File: src/design/wmod_pkg.sv
`timescale 1ns / 1ps
// ----------------------------------------------------------------------------
// wmod_pkg
// Shared widths and the control type for the window motion outlier detector.
// ----------------------------------------------------------------------------
package wmod_pkg;

  // Width of one image coordinate.
  localparam int POS_W  = 10;
  // One history word holds x in the upper half and y in the lower half.
  localparam int WORD_W = 2 * POS_W;

  // Controls from the sequencer to each axis unit.
  typedef struct packed {
    logic clear;  // start a new window sum
    logic acc;    // add the sample now on the read port
    logic mul1;   // first product stage
    logic mul2;   // second product stage
  } axis_ctl_t;

endpackage

File: src/design/wmod_ram.sv
`timescale 1ns / 1ps
// ----------------------------------------------------------------------------
// wmod_ram
// Generic single-write, single-read synchronous RAM with a registered read.
// ----------------------------------------------------------------------------
module wmod_ram #(
  parameter int WIDTH = 20,
  parameter int DEPTH = 20
) (
  input  logic                     clk,
  input  logic                     we,
  input  logic [$clog2(DEPTH)-1:0] waddr,
  input  logic [WIDTH-1:0]         wdata,
  input  logic                     re,
  input  logic [$clog2(DEPTH)-1:0] raddr,
  output logic [WIDTH-1:0]         rdata
);

  logic [WIDTH-1:0] mem [DEPTH];

  // Write port and registered read port.
  always_ff @(posedge clk) begin
    if (we) begin
      mem[waddr] <= wdata;
    end
    if (re) begin
      rdata <= mem[raddr];
    end
  end

endmodule

File: src/design/wmod_axis.sv
`timescale 1ns / 1ps
// ----------------------------------------------------------------------------
// wmod_axis
// Per-axis window statistics: accumulates the sum and the sum of squares of
// the window samples, then tests (N*v - S)^2 >= N*Q - S^2 in two product
// stages.
// ----------------------------------------------------------------------------
module wmod_axis
  import wmod_pkg::*;
#(
  parameter int WIN_LEN = 10
) (
  input  logic             clk,
  input  axis_ctl_t        ctl,
  input  logic [POS_W-1:0] sample,
  input  logic [POS_W-1:0] v,
  output logic             outlier
);

  localparam int CW = $clog2(WIN_LEN + 1);
  localparam int SW = POS_W + CW;
  localparam int QW = 2 * POS_W + CW;
  localparam int VW = 2 * SW;

  logic [SW-1:0]        s;
  logic [QW-1:0]        q;
  logic [2*POS_W-1:0]   sq;
  logic [SW-1:0]        wv;
  logic signed [SW:0]   d;
  logic signed [SW:0]   d_diff;
  logic [VW-1:0]        s2;
  logic [VW-1:0]        wq;
  logic signed [VW+1:0] dd_full;
  logic [VW-1:0]        dd;
  logic [VW-1:0]        var_w;

  // Square of the incoming sample.
  assign sq = (2*POS_W)'(sample) * (2*POS_W)'(sample);

  // Scaled value and its signed offset from the window sum.
  assign wv     = SW'(WIN_LEN) * SW'(v);
  assign d_diff = $signed({1'b0, wv}) - $signed({1'b0, s});

  // Square of the registered offset.
  assign dd_full = (VW+2)'(d) * (VW+2)'(d);

  // Window sum and sum of squares.
  always_ff @(posedge clk) begin
    if (ctl.clear) begin
      s <= '0;
      q <= '0;
    end else if (ctl.acc) begin
      s <= s + SW'(sample);
      q <= q + QW'(sq);
    end
  end

  // Product stages: the first forms S^2, N*Q and the offset, the second the
  // squared offset and the scaled variance.
  always_ff @(posedge clk) begin
    if (ctl.mul1) begin
      d  <= d_diff;
      s2 <= VW'(s) * VW'(s);
      wq <= VW'(WIN_LEN) * VW'(q);
    end
    if (ctl.mul2) begin
      dd    <= dd_full[VW-1:0];
      var_w <= wq - s2;
    end
  end

  assign outlier = (dd >= var_w);

endmodule

File: src/design/window_motion_outlier_detect.sv
`timescale 1ns / 1ps
// ----------------------------------------------------------------------------
// window_motion_outlier_detect
// Position history in a RAM with a sliding-window variance outlier test.
// ----------------------------------------------------------------------------
// Sequence: a report that is dropped or leaves the history short goes from
// S_IDLE straight to S_DONE. A report that fills the history passes through
// S_READ, one RAM read a cycle over the window, then the two product stages
// S_MUL1 and S_MUL2 before S_DONE, which registers the result.
// A new transaction is taken only in S_IDLE, so not before the last result is
// registered, and later while the previous result is held back. Reset: rst
// clears the history count, the oldest slot and all handshakes; the RAM contents are not cleared.
module window_motion_outlier_detect
  import wmod_pkg::*;
#(
  parameter int HISTORY_DEPTH = 20,
  parameter int WINDOW_LEN    = 10
) (
  input  logic             clk,
  input  logic             rst,
  input  logic             in_valid,
  output logic             in_ready,
  input  logic             seen,
  input  logic             from_top,
  input  logic [POS_W-1:0] pos_x,
  input  logic [POS_W-1:0] pos_y,
  output logic             out_valid,
  input  logic             out_ready,
  output logic             moved
);

  localparam int WIN_EFF = (WINDOW_LEN > HISTORY_DEPTH) ? HISTORY_DEPTH : WINDOW_LEN;
  localparam int AW   = $clog2(HISTORY_DEPTH);
  localparam int CNTW = $clog2(HISTORY_DEPTH + 1);
  localparam int SUMW = CNTW + 1;
  localparam int IW   = $clog2(WIN_EFF + 1);

  typedef enum logic [2:0] {
    S_IDLE,
    S_READ,
    S_MUL1,
    S_MUL2,
    S_DONE
  } state_t;

  state_t            state;
  logic [CNTW-1:0]   count;
  logic [AW-1:0]     oldest;
  logic [CNTW-1:0]   count_next;
  logic [AW-1:0]     oldest_next;
  logic [CNTW-1:0]   count_base;
  logic [SUMW-1:0]   slot_sum;
  logic [AW-1:0]     wr_slot;
  logic [AW-1:0]     rd_ptr;
  logic [IW-1:0]     iss;
  logic              rd_vld;
  logic              computed;
  logic [POS_W-1:0]  vx;
  logic [POS_W-1:0]  vy;
  logic              accept;
  logic              store;
  logic              rd_en;
  logic [WORD_W-1:0] rd_word;
  logic              out_x;
  logic              out_y;
  axis_ctl_t         ctl;

  assign accept   = in_valid && in_ready;
  assign store    = seen && from_top;
  assign in_ready = (state == S_IDLE);

  // History bookkeeping: drop the oldest entry when full, then append.
  always_comb begin
    if (count == CNTW'(HISTORY_DEPTH)) begin
      oldest_next = (oldest == AW'(HISTORY_DEPTH - 1)) ? '0 : oldest + 1'b1;
      count_base  = CNTW'(HISTORY_DEPTH - 1);
    end else begin
      oldest_next = oldest;
      count_base  = count;
    end
    slot_sum   = SUMW'(oldest_next) + SUMW'(count_base);
    wr_slot    = (slot_sum >= SUMW'(HISTORY_DEPTH)) ?
                 AW'(slot_sum - SUMW'(HISTORY_DEPTH)) : AW'(slot_sum);
    count_next = count_base + 1'b1;
  end

  // Window read issue.
  assign rd_en = (state == S_READ) && (iss != IW'(WIN_EFF));

  wmod_ram #(
    .WIDTH (WORD_W),
    .DEPTH (HISTORY_DEPTH)
  ) u_ram (
    .clk   (clk),
    .we    (accept && store),
    .waddr (wr_slot),
    .wdata ({pos_x, pos_y}),
    .re    (rd_en),
    .raddr (rd_ptr),
    .rdata (rd_word)
  );

  // Axis unit controls.
  always_comb begin
    ctl.clear = accept;
    ctl.acc   = (state == S_READ) && rd_vld;
    ctl.mul1  = (state == S_MUL1);
    ctl.mul2  = (state == S_MUL2);
  end

  wmod_axis #(
    .WIN_LEN (WIN_EFF)
  ) u_axis_x (
    .clk     (clk),
    .ctl     (ctl),
    .sample  (rd_word[WORD_W-1:POS_W]),
    .v       (vx),
    .outlier (out_x)
  );

  wmod_axis #(
    .WIN_LEN (WIN_EFF)
  ) u_axis_y (
    .clk     (clk),
    .ctl     (ctl),
    .sample  (rd_word[POS_W-1:0]),
    .v       (vy),
    .outlier (out_y)
  );

  // Sequencer, history state and output register.
  always_ff @(posedge clk) begin
    if (rst) begin
      state     <= S_IDLE;
      count     <= '0;
      oldest    <= '0;
      rd_vld    <= 1'b0;
      iss       <= '0;
      out_valid <= 1'b0;
    end else begin
      // A taken result is cleared unless a new one replaces it this cycle.
      if (out_valid && out_ready && (state != S_DONE)) begin
        out_valid <= 1'b0;
      end
      rd_vld <= rd_en;
      case (state)
        S_IDLE: begin
          if (accept) begin
            vx     <= pos_x;
            vy     <= pos_y;
            rd_ptr <= oldest_next;
            iss    <= '0;
            if (store) begin
              count  <= count_next;
              oldest <= oldest_next;
            end
            if (store && (count_next == CNTW'(HISTORY_DEPTH))) begin
              computed <= 1'b1;
              state    <= S_READ;
            end else begin
              computed <= 1'b0;
              state    <= S_DONE;
            end
          end
        end
        S_READ: begin
          if (rd_en) begin
            iss    <= iss + 1'b1;
            rd_ptr <= (rd_ptr == AW'(HISTORY_DEPTH - 1)) ? '0 : rd_ptr + 1'b1;
          end
          // The last sample is accumulated in the cycle that leaves.
          if ((iss == IW'(WIN_EFF)) && rd_vld) begin
            state <= S_MUL1;
          end
        end
        S_MUL1: begin
          state <= S_MUL2;
        end
        S_MUL2: begin
          state <= S_DONE;
        end
        S_DONE: begin
          if (!out_valid || out_ready) begin
            out_valid <= 1'b1;
            moved     <= computed && (out_x || out_y);
            state     <= S_IDLE;
          end
        end
        default: begin
          state <= S_IDLE;
        end
      endcase
    end
  end

endmodule

File: config.mk
export PLATFORM = sky130hd
export DESIGN_NAME = window_motion_outlier_detect
export DESIGN_NICKNAME = d
export VERILOG_FILES = /design/src/design/wmod_pkg.sv /design/src/design/wmod_ram.sv /design/src/design/wmod_axis.sv /design/src/design/window_motion_outlier_detect.sv
export SDC_FILE = /design/constraint.sdc
export NUM_CORES = 2
export LEC_CHECK = 0
export BUFFER_PORTS_ARGS = -buffer_cell sky130_fd_sc_hd__buf_2
export CAP_MARGIN = 15
export CORE_ASPECT_RATIO = 0.75
export CORE_UTILIZATION = 45
export CTS_CLUSTER_SIZE = 28
export DETAILED_ROUTE_END_ITERATION = 8
export SETUP_SLACK_MARGIN = 0.5
export SKIP_LAST_GASP = 1
export SLEW_MARGIN = 20
export SYNTH_ARGS = -nofsm -noshare
export SYNTH_HDL_FRONTEND = slang
export SYNTH_SLANG_ARGS = --single-unit
File: constraint.sdc
create_clock -name clk -period 10.68 [get_ports clk]
set_clock_uncertainty 0.05 [all_clocks]
set_input_delay 2.136 -clock clk [delete_from_list [all_inputs] [get_ports clk]]
set_output_delay 2.136 -clock clk [all_outputs]
set_load 0.1 [all_outputs]
==> results.json <==
{
  "yosysWarnings": 0,
  "power_mw": 16.0,
  "syn-num-nets": 7781,
  "vdd_drop_max_mv": 0.307,
  "hold_slack_ns": 0.454,
  "clockBufferDepth": 3,
  "syn_to_final_growth_pct": 7.81,
  "avgSynthCellArea_sq_um": 11.0,
  "hold_buffers": 0,
  "cap_violations": 0,
  "dp_slack_ns": 3.58,
  "hold_viol": 0,
  "die_w_um": 454,
  "grt_first_pass_wirelength_um": 254000,
  "crit_start": "u_axis_y.s2[0]",
  "drtAntennaViolNets": 0,
  "overflow": 0,
  "wire_per_inst_um": 19.1,
  "ys_seq_area_share_pct": 32.7,
  "routed_via_density": 5.21,
  "route.detailed.drc": 0,
  "synthArstFlopShare_pct": 0,
  "mostFrequentLayoutCells": "inv_1, fa_1, ha_1",
  "outcome": "finished clean",
  "crit_end": "u_axis_y.dd[27]",
  "fmax_mhz": 141,
  "num_rows": 124,
  "setup_viol": 0,
  "layout-drive-gt1-share_pct": 6.42,
  "slew_headroom_pct": 19.1,
  "r2r-end": "u_axis_y.dd[27]",
  "vias": 43700,
  "critPathKind": "flop to flop",
  "cts-resized-gates": 0,
  "cts_tree": "yes",
  "syn_inst": 6285,
  "syn-cell-area_sq_um": 69100,
  "finish.utilization_pct": 48.9,
  "synth-seq-cells": 784,
  "post_cts_buffers": 0,
  "fin_crit_sh_pct": 66.4,
  "cp_max_fo": 16,
  "clk_pin_slew_ns": 0.06,
  "cts_root_buffer": "clkbuf_16",
  "arrival_ns": 7.48,
  "synth.distinct_cells": 79,
  "numPortBuffers": 28,
  "antenna_found_initial": 9,
  "r2r_slack_ns": 3.59,
  "synth_ff_type": "edfxtp_1",
  "first_pass_iters": 5,
  "hp-class": "flop to flop",
  "grt.total_usage_pct": 21.2,
  "cp.required_ns": 11.07,
  "end_kind": "flop",
  "rsz0062_at_grt": "false",
  "core_area_sq_um": 152000,
  "layout_min_cycle_time_ns": 7.09,
  "initial_utilization_pct": 45.3,
  "wl_um": 160000,
  "clock_sinks": 784,
  "r2r_cells": 20,
  "drv_slew": 0,
  "fin_nets": 7802,
  "num_io_pins": 29,
  "drtIter0Drc": 3223,
  "power.leakage_nw": 34.6,
  "gp_congestion": 0.903,
  "grt_max_degree": 104,
  "r2r_start": "u_axis_y.s2[0]",
  "cp-start-kind": "flop",
  "h-tree-depth": 3,
  "final_common_cell": "inv_1",
  "grt_pass1_vias": 44600,
  "p_per_area_nw_per_um2": 215,
  "insertion_delay_ns": 0.73,
  "worst_slew_pin_slew_ns": 1.20,
  "die_h_um": 341,
  "cts_inserted_buffers": 85,
  "dieArea_sq_um": 155000,
  "synth_edf_count": 689,
  "finalSetupTns_ns": 0,
  "hpwl_um": 123000,
  "setup_ws_ns": 3.59
}
## cell usage after synthesis, types with 32 or more instances
master | instances | share of area (%)
a211oi_1 | 32 | 0.35
a21o_1 | 97 | 1.1
a21oi_1 | 286 | 2.1
and2_1 | 144 | 1.3
and3_1 | 34 | 0.31
clkbuf_1 | 122 | 0.66
dfxtp_1 | 95 | 2.8
edfxtp_1 | 689 | 30
fa_1 | 751 | 22
ha_1 | 719 | 13
inv_1 | 1331 | 7.2
mux4_2 | 120 | 3.9
nand2_1 | 478 | 2.6
nand2b_1 | 42 | 0.38
nand3_1 | 58 | 0.42
nor2_1 | 325 | 1.8
nor2b_1 | 54 | 0.49
nor3_1 | 55 | 0.40
o21a_1 | 46 | 0.50
o21ai_0 | 129 | 0.93
o21bai_1 | 42 | 0.46
xnor2_1 | 247 | 3.1
xor2_1 | 73 | 0.93
## metrics by stage
step                      area, sq um  instances
after detailed placement        71700       8235
after floorplan                 69100       6285
after CTS                       74500       8391
after global routing            74500       8391
final                           74500       8394
after global placement          71700       8234
## flip-flops by register name, summed over array words and instances (netlist names), 27 cells and up
| register | cells |
|---|---|
| u_ram.mem | 400 |
| u_axis_x.s2 | 27 |
| u_axis_x.var_w | 27 |
| u_axis_x.wq | 27 |
| u_axis_y.s2 | 27 |
| u_axis_y.var_w | 27 |
| u_axis_y.wq | 27 |
## metal layers
metal  part of all wire (%)  vias up  track usage (%)
li1                       -    20800                -
met1                     49    21700             32.1
met2                     41     1073             30.3
met3                    8.3      185             5.83
met4                    1.6       10             3.89
met5                  0.039        -                0
## how the worst min path moves through the flow
stage,from,to,cells past startpoint
2_1_floorplan,count[1],count[1],2
3_3_place_gp,count[1],count[1],2
3_5_place_dp,count[1],count[1],2
4_1_cts,count[1],count[1],2
5_1_grt,u_axis_y.q[0],u_axis_y.q[0],2
6_report,u_axis_y.q[0],u_axis_y.wq[1],0
## power breakdown
part | internal, mW | switching (mW)
logic | 4.02 | 5.19
clock network | 1.57 | 1.33
registers | 3.78 | 0.110
## cell families (layout without fill, tap and decap cells)
family / after synthesis / in the layout / share of synthesized area (%)
flip-flops: 784 / 784 / 32.7
AND/OR/NAND/NOR: 1282 / 1282 / 8.58
AO/OA/AOI/OAI: 790 / 790 / 7.29
buffers and inverters: 1485 / 1575 / 8.08
XOR/XNOR: 322 / 322 / 4.12
multiplexers: 152 / 152 / 4.42
other: 0 / 3 / 0
adder cells (fa/ha/maj): 1470 / 1470 / 34.8
## layout make-up
cell class	count	area (sq um)
Fill cell	13700	77900
Multi-Input combinational cell	4016	41100
Sequential cell	784	22600
Inverter	1340	5030
Tap cell	2016	2520
Clock buffer	103	2240
Timing Repair Buffer	79	539
Clock inverter	53	474
Antenna cell	3	7.51
## critical path: stages (launching register included)
cell and delay, ns:
edfxtp_1 0.79, inv_1 0.33, nor2_1 0.50, fa_1 0.52
inv_1 0.10, fa_1 0.43, fa_1 0.50, fa_1 0.48
fa_1 0.50, fa_1 0.51, inv_1 0.05, ha_1 0.34
nand2_1 0.07, or2_2 0.29, or3_1 0.31, nand3_1 0.22
o31ai_1 0.17, a311oi_1 0.35, o21a_1 0.16, nor2_1 0.05
xnor2_1 0.12
(Power assumes the default switching activity.)
